$ cat src/design/rmq_pkg.sv
// Shared types and constants for the rotation matrix to quaternion converter.
package rmq_pkg;

	localparam int NUM_LANES = 3;

	typedef enum logic [1:0] {
		COMP_W = 2'd0,
		COMP_X = 2'd1,
		COMP_Y = 2'd2,
		COMP_Z = 2'd3
	} comp_t;

endpackage

$ cat src/design/rmq_div_cell.sv
// One divider cell that settles one quotient bit per clock in each lane while enabled.
module rmq_div_cell #(
	parameter int W  = 16,
	parameter int SW = 8
) (
	input  logic           clk,
	input  logic           arst_n,
	input  logic           en,
	input  logic           feed_valid,
	input  logic [W:0]     feed_div,
	input  logic [2*W-1:0] feed_num [rmq_pkg::NUM_LANES],
	input  logic [W:0]     feed_rem [rmq_pkg::NUM_LANES],
	input  logic [2*W-1:0] feed_quo [rmq_pkg::NUM_LANES],
	input  logic [SW-1:0]  feed_side,
	output logic           valid,
	output logic [W:0]     div,
	output logic [2*W-1:0] num [rmq_pkg::NUM_LANES],
	output logic [W:0]     rem [rmq_pkg::NUM_LANES],
	output logic [2*W-1:0] quo [rmq_pkg::NUM_LANES],
	output logic [SW-1:0]  side
);

	logic [W+1:0] part [rmq_pkg::NUM_LANES];
	logic [W+1:0] diff [rmq_pkg::NUM_LANES];
	logic         ge   [rmq_pkg::NUM_LANES];
	logic [W:0]   next_rem [rmq_pkg::NUM_LANES];

	always_comb begin
		for (int l = 0; l < rmq_pkg::NUM_LANES; l++) begin
			part[l]     = {feed_rem[l], feed_num[l][2*W-1]};
			diff[l]     = part[l] - (W+2)'(feed_div);
			ge[l]       = (part[l] >= (W+2)'(feed_div));
			next_rem[l] = ge[l] ? diff[l][W:0] : part[l][W:0];
		end
	end

	always_ff @(posedge clk or negedge arst_n) begin
		if (!arst_n) begin
			valid <= 1'b0;
		end else if (en) begin
			valid <= feed_valid;
		end
	end

	always_ff @(posedge clk) begin
		if (en) begin
			div  <= feed_div;
			side <= feed_side;
			for (int l = 0; l < rmq_pkg::NUM_LANES; l++) begin
				num[l] <= {feed_num[l][2*W-2:0], 1'b0};
				rem[l] <= next_rem[l];
				quo[l] <= {feed_quo[l][2*W-2:0], ge[l]};
			end
		end
	end

endmodule

$ cat config.mk
export PLATFORM = sky130hd
export DESIGN_NAME = rmq_div_cell
export DESIGN_NICKNAME = d
export VERILOG_FILES = /design/src/design/rmq_pkg.sv /design/src/design/rmq_div_cell.sv
export SDC_FILE = /design/constraint.sdc
export NUM_CORES = 1
export LEC_CHECK = 0
export BUFFER_PORTS_ARGS = -buffer_cell sky130_fd_sc_hd__buf_4
export CAP_MARGIN = 30
export CELL_PAD_IN_SITES_DETAIL_PLACEMENT = 1
export CELL_PAD_IN_SITES_GLOBAL_PLACEMENT = 1
export CORE_AREA = 2 2 208 210
export CTS_CLUSTER_DIAMETER = 200
export CTS_CLUSTER_SIZE = 20
export DETAILED_ROUTE_END_ITERATION = 16
export DIE_AREA = 0 0 210 212
export GPL_TIMING_DRIVEN = 0
export PLACE_DENSITY = 0.74
export SLEW_MARGIN = 10
export SYNTH_ARGS = -nofsm -noshare
export SYNTH_HDL_FRONTEND = slang
export SYNTH_SLANG_ARGS = --single-unit
$ cat constraint.sdc
create_clock -name clk -period 1.1 [get_ports clk]
set_input_delay 0 -clock clk [delete_from_list [all_inputs] [get_ports clk]]
set_output_delay 0 -clock clk [all_outputs]
set_load 0.01 [all_outputs]
==> impl_metrics.yaml <==
yosys:
  avgSynthCellArea_um2: 15.7
  synth_top_area_share: 0.696
  ys_types: 71
  synth_flop_cell: "edfxtp_1"
  syn_area_um2: 11400
  yosysSeqAreaShare: 0.698
  ys_async_sr_fraction: 0.00376
  syn_inst: 728
  synth_warnings: 0
  synth.largest_area_cell: "edfxtp_1"
  synth_edf_count: 265
  yosys_register_bits: 266
  synth_area_leaders: "edfxtp_1, ha_1, a21oi_1, mux2_4, mux2_2"
critical_path:
  path_max_fanout: 5
  ff2ff_path_depth: 1
  required_ns: 1.36
  crit_type: "in -> reg"
  r2r-start: "valid"
  arrival_ns: 2.37
  startpoint_type: "input pin"
  cp-end-kind: "flip-flop"
  r2r_setup_slack_ns: 0.31
  worstReg2RegEnd: "valid"
cts:
  cts-buffers-inserted: 17
  cts_tree: "done"
  clk_pin_slew_ns: 0.09
  htreeDepth: 1
  clk_latency_ns: 0.53
  cts.sinks: 266
  root_buffer: "clkbuf_16"
  cts_buffer_depth: 3
pwr:
  p_comb_frac: 0.294
  p_int_uw: 19600
  power_frac_seq: 0.465
  p_switching_uw: 7860
  pwr-share-clk: 0.241
  ir_drop_v: 0.00125
  p_leak_uw: 0.00881
  power_density_nw_per_um2: 1290
  p_sw_frac: 0.286
layout:
  fin_nets: 1935
  multi_input_area_um2: 3720
  drive_gt1_frac: 0.468
  final_util: 0.501
  num-fill-cells: 4233
  syn_to_final_growth_pct: 86.4
  seq_area_um2: 7980
sta:
  rsz0062_at_grt: "yes"
  period_share: 1.92
  hold_ws_ns: -0.0634
  slew_headroom: 0.577
  worst_slack_ns: -1.01
  slew_violations: 0
  tns_ns: -48.78
  skew_ns: 0
  finalHoldViolations: 28
  finalCriticalPeriod_ns: 2.11
  setup_viol: 81
  max_freq_ghz: 0.473
  tightestPinTransition_ns: 0.635
global_route:
  grt_start_max_net_pins: 103
  grt_usage: 0.245
  grt_pass1_vias: 10900
  grt_pass1_wl_mm: 78.2
  antenna_found_initial: 20
  grt-ovfl-total: 0
worst_hold_path:
  min_path_type: "in -> reg"
  min_to: "num[23]"
  holdCritStartpoint: "en"
  whs_path_depth: 1
job:
  drv_cap: 0
placement:
  place_congestion: 0.856
  hpwlAfterDp_mm: 39.8
  numPortBuffers: 534
  dp_worst_setup_slack_ns: -2.09
route:
  wl_per_cell_um: 26.9
  viasPerCell: 4.73
  antenna_left: 0
  drt_iter0_drc: 544
  routed_wl_mm: 58.4
  first_pass_iters: 5
  drcViolationCount: 0
  via_count: 10300
floorplanning:
  num_io_pins: 541
  die_x_um: 210
  dieArea_um2: 44500
  start_util: 0.269
  core_area_um2: 42500
  num_rows: 76
  die_h_um: 212
run_status:
  status: "finished, violations left"
  violations: "hold timing, setup timing"
==> worst max-delay path: stages <==
cell and delay, ns:
buf_4 0.11, clkinvlp_4 0.20, ha_4 0.33, a21o_1 0.21, nor2b_4 0.13, or4b_4 0.53, a21oi_4 0.15, a22o_4 0.19
inv_8 0.06, buf_12 0.14, mux2_4 0.31
==> metal layers <==
| layer | share of wire | GRT usage | up-vias |
|---|---|---|---|
| met1 | 0.37 | 0.276 | 5136 |
| met3 | 0.061 | 0.0625 | 130 |
| met2 | 0.50 | 0.426 | 409 |
| li1 | - | - | 4573 |
| met4 | 0.067 | 0.136 | 14 |
| met5 | 0.0016 | 0 | - |
==> logic make-up (layout without fill, tap and decap cells) <==
logic type               Yosys count  in the layout  share of synthesized area
adder cells (fa/ha/maj)           54             54                     0.0611
flip-flops                       266            266                      0.698
AND/OR/NAND/NOR                  118            118                     0.0505
buffers and inverters             53            936                     0.0220
multiplexers                      39             39                     0.0436
XOR/XNOR                          36             36                     0.0276
AO/OA/AOI/OAI                    161            161                     0.0968
other                              1             14                   0.000328
==> per-stage QoR <==
stage          instance area [µm²]  std cells  power (µW)
3_3_place_gp                 16200       1810       18600
5_1_grt                      21300       2168       28500
4_1_cts                      20400       2129       26900
6_report                     21300       2170       27500
2_1_floorplan                11500        730       15300
3_5_place_dp                 16300       1812       18700
==> worst max path at each step <==
stage                      startpoint  endpoint  depth (start not counted)
after floorplan           feed_div[1]   rem[10]                         10
after global placement             en     valid                          2
after detailed placement  feed_div[1]   rem[46]                         11
after CTS                 feed_div[1]    rem[7]                         11
after global routing      feed_div[5]    rem[7]                         11
final                     feed_div[2]    rem[7]                         11
==> Yosys cell counts (all sizes together) (4+ instances only) <==
| library cell | instances |
|---|---|
| a211oi | 8 |
| a21o | 23 |
| a21oi | 53 |
| buf | 8 |
| clkbuf | 15 |
| edfxtp | 265 |
| ha | 51 |
| inv | 30 |
| mux2 | 35 |
| mux2i | 4 |
| nand2 | 38 |
| nand3 | 11 |
| nand4 | 14 |
| nor2 | 29 |
| nor3 | 8 |
| o211ai | 4 |
| o21a | 10 |
| o21ai | 24 |
| o21bai | 5 |
| xnor2 | 17 |
| xor2 | 19 |
==> flip-flops by register name, summed over array words and instances (netlist names) <==
signal and cells:
rem 51, div 17, quo 96, side 8, num 93, valid 1
==> repair_timing <==
action                                 CTS  global route
pin swaps                               13            27
gates resized for setup                174           154
buffers inserted                        37            28
cloned                                   2             1
hold buffers                           259             9
setup endpoints to repair              164           237
endpoints found under the hold margin  329            62
==> power by group through the flow <==
stage	Clock [µW]	Sequential (µW)	Combinational, µW
after global routing	7070	12900	8510
after floorplan	0	13300	1970
after CTS	6800	12700	7390
final	6620	12800	8090
after detailed placement	0	12800	5860
after global placement	0	12900	5740
==> cell usage in the layout, fill, tap and decap left out, types with 7 or more instances in the layout <==
cell type / instances
nor2_1: 23
buf_8: 7
buf_6: 202
edfxtp_1: 265
dlygate4sd3_1: 268
ha_1: 30
mux2_4: 22
nand3_1: 11
xor2_1: 19
clkbuf_16: 18
xnor2_1: 17
o21ai_0: 16
a21o_1: 22
a21oi_1: 45
buf_4: 391
inv_1: 14
nand4_1: 14
nand2_1: 35
mux2_2: 13
nor3_1: 7
diode_2: 11
o21a_1: 10
ha_4: 15
clkinvlp_4: 10
==> area by class of cell <==
class | instances | share of cell area
well taps | 546 | 0.0321
clock buffers | 21 | 0.0207
plain buffers | 14 | 0.00669
diodes | 11 | 0.00129
clock inverters | 2 | 0.00117
inverters | 30 | 0.00869
multi-input cells | 411 | 0.175
repair buffers | 869 | 0.380
flip-flops and latches | 266 | 0.375
Note: power is estimated with default switching activity, not from simulation.
