### src/design/rmq_sqrt_cell.sv
// One square root cell that settles one root bit per clock while enabled and passes its side data along.
module rmq_sqrt_cell #(
	parameter int W  = 16,
	parameter int SW = 8
) (
	input  logic              clk,
	input  logic              arst_n,
	input  logic              en,
	input  logic              feed_valid,
	input  logic [2*W-1:0]    feed_rad,
	input  logic [W+1:0]      feed_rem,
	input  logic [W-1:0]      feed_root,
	input  logic [SW-1:0]     feed_side,
	output logic              valid,
	output logic [2*W-1:0]    rad,
	output logic [W+1:0]      rem,
	output logic [W-1:0]      root,
	output logic [SW-1:0]     side
);

	logic [W+3:0] cand;
	logic [W+3:0] trial;
	logic [W+3:0] diff;
	logic         ge;
	logic [W+1:0] next_rem;

	always_comb begin
		cand     = {feed_rem, feed_rad[2*W-1 -: 2]};
		trial    = (W+4)'({feed_root, 2'b01});
		diff     = cand - trial;
		ge       = (cand >= trial);
		next_rem = ge ? diff[W+1:0] : cand[W+1:0];
	end

	always_ff @(posedge clk or negedge arst_n) begin
		if (!arst_n) begin
			valid <= 1'b0;
		end else if (en) begin
			valid <= feed_valid;
		end
	end

	always_ff @(posedge clk) begin
		if (en) begin
			rad  <= {feed_rad[2*W-3:0], 2'b00};
			rem  <= next_rem;
			root <= {feed_root[W-2:0], ge};
			side <= feed_side;
		end
	end

endmodule

### config.mk
export PLATFORM = sky130hd
export DESIGN_NAME = rmq_sqrt_cell
export DESIGN_NICKNAME = d
export VERILOG_FILES = /design/src/design/rmq_sqrt_cell.sv
export SDC_FILE = /design/constraint.sdc
export NUM_CORES = 1
export LEC_CHECK = 0
export ABC_CLOCK_PERIOD_IN_PS = 950
export BUFFER_PORTS_ARGS = -buffer_cell sky130_fd_sc_hd__buf_2
export CAP_MARGIN = 20
export CORE_MARGIN = 2
export CORE_UTILIZATION = 35
export CTS_CLUSTER_DIAMETER = 120
export CTS_CLUSTER_SIZE = 30
export DETAILED_ROUTE_END_ITERATION = 8
export PLACE_DENSITY_LB_ADDON = 0.12
export SLEW_MARGIN = 20
export SYNTH_ARGS = -nofsm -noshare
export SYNTH_HDL_FRONTEND = slang
export SYNTH_SLANG_ARGS = --single-unit
export TNS_END_PERCENT = 30
### constraint.sdc
create_clock -name clk -period 0.95 [get_ports clk]
set_input_delay 0.095 -clock clk [delete_from_list [all_inputs] [get_ports clk]]
set_output_delay 0.095 -clock clk [all_outputs]
set_load 0.01 [all_outputs]
==> results.toml, run 1 <==
[cts]
clk_pin_slew_ns = 0.08
cts_tree = "done"
clockBufferDepth = 2
htreeDepth = 3
clkSinkCount = 73
cts_made_buffers = 9
ctsRootBufferMaster = "clkbuf_8"
clk_latency_ns = 0.35

[setup_path]
critPathSlowestCell = "o31a_1"
end_kind = "flop"
cp_num_buf_inv = 1
slowest_delay_ns = 0.34
reg2regPathDepth = 1
r2r_setup_slack_ns = 0.21
critPathLaunchType = "input port"
worst-path-stages = 9
path_class = "in2reg"
reg2reg_to = "valid"
crit_family = "compound AO/OA/AOI/OAI gates"
crit_fanout = 5
path_cells = "buf_2, ha_4, nor2_2, o31a_1, o21ai_4, a41oi_4, nor2b_4, xnor2_1, mux2_4"
worstReg2RegStart = "valid"
crit_required_ns = 1.05
cp.arrival_ns = 1.79

[global_route]
grt_pass1_wl_mm = 13.08
grt_pass1_vias = 2898
grt_max_degree = 36
gr-total-overflow = 0
antenna_found_initial = 0
grtUsageTotal = 0.1625

[worst_hold_path]
min-delay-start = "feed_root[5]"
holdPathEnd = "root[6]"
hold_path.class = "in2reg"
holdPathStages = 2

[die]
die_width_um = 102.8
start_util = 0.3542
dieArea_sq_um = 10560
num_rows = 36
core-area_sq_um = 9639
pin_count = 153
die_height_um = 102.8

[sta]
rsz0062_at_grt = "yes"
hold_slack_ns = 0.03665
drv_slew = 0
finalSetupViolCount = 61
max_freq_mhz = 592.6
hold_viol = 0
min_period_ns = 1.687
worst_slack_ns = -0.7375
fin_skew_ns = 0
post-route-period-util = 1.776

[placed_design]
pre_cts_ws_ns = -1.160
place.gp.congestion = 0.7041
place_hpwl_mm = 6.301
placed_cell_area_sq_um = 5055
io_buffers = 150

[logic_synthesis]
synth-seq-cells = 73
synth-main-ff-cell = "edfxtp_1"
syn_area_per_cell_sq_um = 14.23
ys_seq_area_frac = 0.6405
synth_edf_count = 72
synthCells = 240
synthesis.area_sq_um = 3415
synth.distinct_cells = 44
synth-warning-count = 0
postSynth.asyncResetShare = 0.01370

[route]
ant_nets = 0
num_vias = 2943
dr.first_iter.drc_count = 75
route.detailed.drc = 0
dr.pass1.iters = 4
wl_mm = 8.918
wl_per_cell_um = 13.53
vias_per_cell = 4.466

[power_and_ir_drop]
vdd_ir_drop_max_mv = 0.6319
leakagePower_nw = 2.654
power-per-cell-area_nw_per_um2 = 1472

[outcome]
outcome = "finished with violations"
violations = "negative setup slack"

[layout]
layout-drive-gt1-share = 0.5760
diodes = 0
multi_input_area_sq_um = 1444
fillers = 818
final_cell_area_sq_um = 6028
seq_area_sq_um = 2187
final_nets = 617
area_delta_synth_final_pct = 76.55

[job]
drv_cap = 0
==> layout by cell type (no fill, tap or decap), drive strengths merged, types with 6 or more instances in the layout <==
| cell type | count |
|---|---|
| buf | 221 |
| edfxtp | 72 |
| dlygate4sd3 | 54 |
| inv | 20 |
| ha | 18 |
| mux2 | 16 |
| a21oi | 15 |
| nand2 | 12 |
| nor2 | 11 |
| xnor2 | 10 |
| clkbuf | 9 |
| o21a | 6 |
| o21ai | 6 |
| nor3 | 6 |
==> timing repair <==
item | 4_1_cts | 5_1_grt
endpoints found under the setup margin | 92 | 92
setup buffers | 9 | 4
hold buffers | 53 | 1
resized for setup | 11 | 25
endpoints found under the hold margin | 53 | 1
pin swaps | 14 | 19
==> state kept, by name (all words and copies together) (netlist names) <==
signal,count
side,8
rem,18
root,16
valid,1
rad,30
==> layout make-up <==
cell class / instances / share of cell area
sequential: 73 / 0.3628
timing repair buffer: 275 / 0.3207
multi-input combinational: 142 / 0.2395
tap: 133 / 0.02760
clock buffer: 9 / 0.02055
inverter: 20 / 0.01702
clock inverter: 7 / 0.01183
==> metal layers <==
layer  global-route usage  part of all wire
met2               0.2891              0.49
met1               0.1853              0.42
met3              0.04746             0.080
met4              0.05972             0.015
met5                    0                 0
==> metrics by stage <==
step	cells	total power, mW	utilization	setup TNS (ns)
2_1_floorplan	241	5.216	-	-16.04
3_5_place_dp	576	6.184	0.5244	-20.41
4_1_cts	654	8.882	0.6102	-14.95
6_report	659	8.873	0.6254	-12.99
3_3_place_gp	576	6.153	0.5244	-19.76
5_1_grt	659	9.344	0.6254	-17.70
==> cell usage after synthesis (all sizes together) (2+ instances only) <==
library cell	instances	area (sq um)
a211oi	3	22.52
nor2b	2	15.02
o21a	6	45.04
edfxtp	72	2162
xor2	4	35.03
mux2	16	180.2
xnor2	10	87.58
nand2b	3	18.77
inv	20	75.07
nand4	2	12.51
buf	5	36.28
a21o	2	15.01
nor3	6	30.03
o21ai	6	48.80
mux2i	3	30.03
ha	18	225.2
nand3	5	25.02
nand2	12	45.04
o211ai	2	28.78
a21oi	15	75.07
a31oi	3	18.77
nor2	11	41.29
==> worst max-delay path by stage <==
stage,start,to,slack [ns]
2_1_floorplan,feed_rad[30],rem[10],-0.95
3_3_place_gp,feed_root[0],rem[17],-1.14
3_5_place_dp,feed_root[0],rem[17],-1.16
4_1_cts,feed_root[1],rem[13],-0.71
5_1_grt,feed_rem[0],rem[13],-0.78
6_report,feed_rem[0],rem[13],-0.74
==> power breakdown <==
group,internal [mW],switching [mW]
clock network,1.21,1.20
logic,1.37,1.09
registers,3.92,0.0787
total,6.50,2.37
==> cells by family (layout without fill, tap and decap cells) <==
kind of cell,after synthesis,after routing,synth area share
adder cells (fa/ha/maj),18,18,0.06596
AND/OR/NAND/NOR,46,46,0.06560
AO/OA/AOI/OAI,43,43,0.09564
flip-flops,73,73,0.6405
other,1,2,0.001098
multiplexers,19,19,0.06156
XOR/XNOR,14,14,0.03591
buffers and inverters,26,311,0.03371
Power figures use the tool's default switching activity.
==> run 2, diff against run 1 <==
--- a/config.mk
+++ b/config.mk
@@ -8,7 +8,7 @@
 export ABC_CLOCK_PERIOD_IN_PS = 950
 export BUFFER_PORTS_ARGS = -buffer_cell sky130_fd_sc_hd__buf_2
 export CAP_MARGIN = 20
-export CORE_MARGIN = 2
+export CORE_MARGIN = 1.5
 export CORE_UTILIZATION = 35
 export CTS_CLUSTER_DIAMETER = 120
 export CTS_CLUSTER_SIZE = 30
==> constraint.sdc (replaced) <==
create_clock -name clk -period 0.95 [get_ports clk]
set_input_delay 0.0475 -clock clk [delete_from_list [all_inputs] [get_ports clk]]
set_output_delay 0.0475 -clock clk [all_outputs]
set_load 0.01 [all_outputs]
==> results.toml, run 2 (synthesis gave the netlist of run 1 again) <==
[outcome]
outcome = "finished with violations"
violations = "negative setup slack"

[cts]
clk_pin_slew_ns = 0.08
clk_latency_ns = 0.33
htreeDepth = 3
clockBufferDepth = 2
cts_tree = "done"
ctsRootBufferMaster = "clkbuf_8"
clkSinkCount = 73
cts_made_buffers = 9

[die]
start_util = 0.3661
die_height_um = 101.8
dieArea_sq_um = 10360
core-area_sq_um = 9328
pin_count = 153
die_width_um = 101.8
num_rows = 35

[route]
wl_per_cell_um = 13.83
vias_per_cell = 4.476
num_vias = 2945
wl_mm = 9.097
ant_nets = 0
dr.first_iter.drc_count = 51
route.detailed.drc = 0
dr.pass1.iters = 4

[power_and_ir_drop]
vdd_ir_drop_max_mv = 0.7144
seqPwrFrac = 0.446
leakagePower_nw = 2.680
total_power_mw = 8.963
switching_power_mw = 2.403
intPower_mw = 6.560
switching_share = 0.2681
power-per-cell-area_nw_per_um2 = 1469
clockPowerShare = 0.275
combPwrFrac = 0.279

[global_route]
grt_max_degree = 31
antenna_found_initial = 0
grt_pass1_wl_mm = 13.90
grt_pass1_vias = 3003
gr-total-overflow = 0
grtUsageTotal = 0.1735

[placed_design]
place.gp.congestion = 0.7430
dp_cells = 571
io_buffers = 150
pre_cts_ws_ns = -1.134
place_hpwl_mm = 6.262
placed_cell_area_sq_um = 5067

[sta]
min_period_ns = 1.622
rsz0062_at_grt = "yes"
drv_slew = 0
max_freq_mhz = 616.6
hold_viol = 0
fin_skew_ns = 0
worst_slack_ns = -0.6719
finalSetupViolCount = 19
post-route-period-util = 1.707

[setup_path]
slowest_delay_ns = 0.25
crit_fanout = 3
critPathLaunchType = "input port"
crit_path_frequent_cell = "o21a_1"
end_kind = "flop"
cp.arrival_ns = 1.72
critPathSlowestCell = "mux2_4"
path_cells = "buf_2, inv_1, ha_1, nand2b_4, a21oi_2, nor2b_4, buf_4, o21a_1, o21a_1, xnor2_1, mux2_4"
crit_required_ns = 1.05
path_class = "in2reg"

[layout]
area_delta_synth_final_pct = 78.64
largest-register = "rad"
instances_no_fill = 658
final_nets = 620
final_cell_area_sq_um = 6100
diodes = 0
reg.largest.list = "rad (30), rem (18), root (16)"
final_cell_mix = "buf_2 (138), edfxtp_1 (72), buf_4 (64)"
layout-drive-gt1-share = 0.5709
largest_reg_flops = 30
final_common_cell = "buf_2"

[job]
drv_cap = 0

[worst_hold_path]
hold_path.class = "in2reg"
==> run 2: cell types whose count changed in the layout (fill, tap and decap cells not counted), sizes merged <==
cell	change
dlygate4sd3	+6
buf	-3
inv	+3
clkinv	-2
clkinvlp	-1
==> run 2: worst paths after layout <==
path | start | slack (ns) | depth (start not counted) | to
max in group asynchronous | arst_n | 0.27 | 3 | valid
setup reg to reg | valid | 0.19 | 1 | valid
min in group asynchronous | arst_n | 0.57 | 3 | valid
hold reg to reg | valid | 0.53 | 1 | valid
hold / removal | feed_rem[4] | 0.04 | 2 | rem[6]
setup / recovery | feed_rad[30] | -0.67 | 11 | rem[16]
==> run 2: area by class of cell <==
class / count / area (sq um)
Clock inverter: 7 / 75.07
Fill cell: 727 / 3228
Tap cell: 129 / 161.4
Timing Repair Buffer: 278 / 2007
Sequential cell: 73 / 2187
Clock buffer: 9 / 123.9
Multi-Input combinational cell: 142 / 1440
Inverter: 20 / 105.1
==> run 2: power by group through the flow <==
stage / Combinational, mW / Sequential (mW) / Clock, mW
2_1_floorplan: 0.957 / 4.26 / 0
3_3_place_gp: 2.10 / 4.06 / 0
3_5_place_dp: 2.13 / 4.06 / 0
4_1_cts: 2.49 / 3.99 / 2.58
5_1_grt: 2.71 / 4.03 / 2.68
6_report: 2.50 / 4.00 / 2.47
==> run 2: stage by stage <==
step	hold WS, ns	TNS [ns]	utilization
2_1_floorplan	-0.2481	-15.13	-
3_3_place_gp	-0.1778	-19.23	0.5433
3_5_place_dp	-0.1710	-19.58	0.5433
4_1_cts	0.007900	-11.21	0.6512
5_1_grt	0.01248	-13.03	0.6539
6_report	0.03639	-11.63	0.6539
==> run 2: repair_timing <==
action,CTS,global route
hold buffers,60,0
setup buffers,11,1
cloned,0,0
pin swaps,18,2
resized for setup,32,6
endpoints found under the setup margin,22,40
endpoints found under the hold margin,59,0
==> run 2: layer usage <==
metal | GRT usage | wire, um | up-vias
li1 | - | - | 1468
met1 | 0.1943 | 3679 | 1368
met2 | 0.3256 | 4690 | 105
met3 | 0.05038 | 686 | 4
met4 | 0.03526 | 40 | 0
met5 | 0 | 0 | -
==> run 2: critical path: cells and delay by family <==
family	cells	cell delay (ns)
AOI/OAI and AO/OA	3	0.60
buffers and inverters	3	0.27
muxes	1	0.25
and+or+nand+nor	2	0.22
adders and majority gates	1	0.21
xor gates and xnor gates	1	0.12
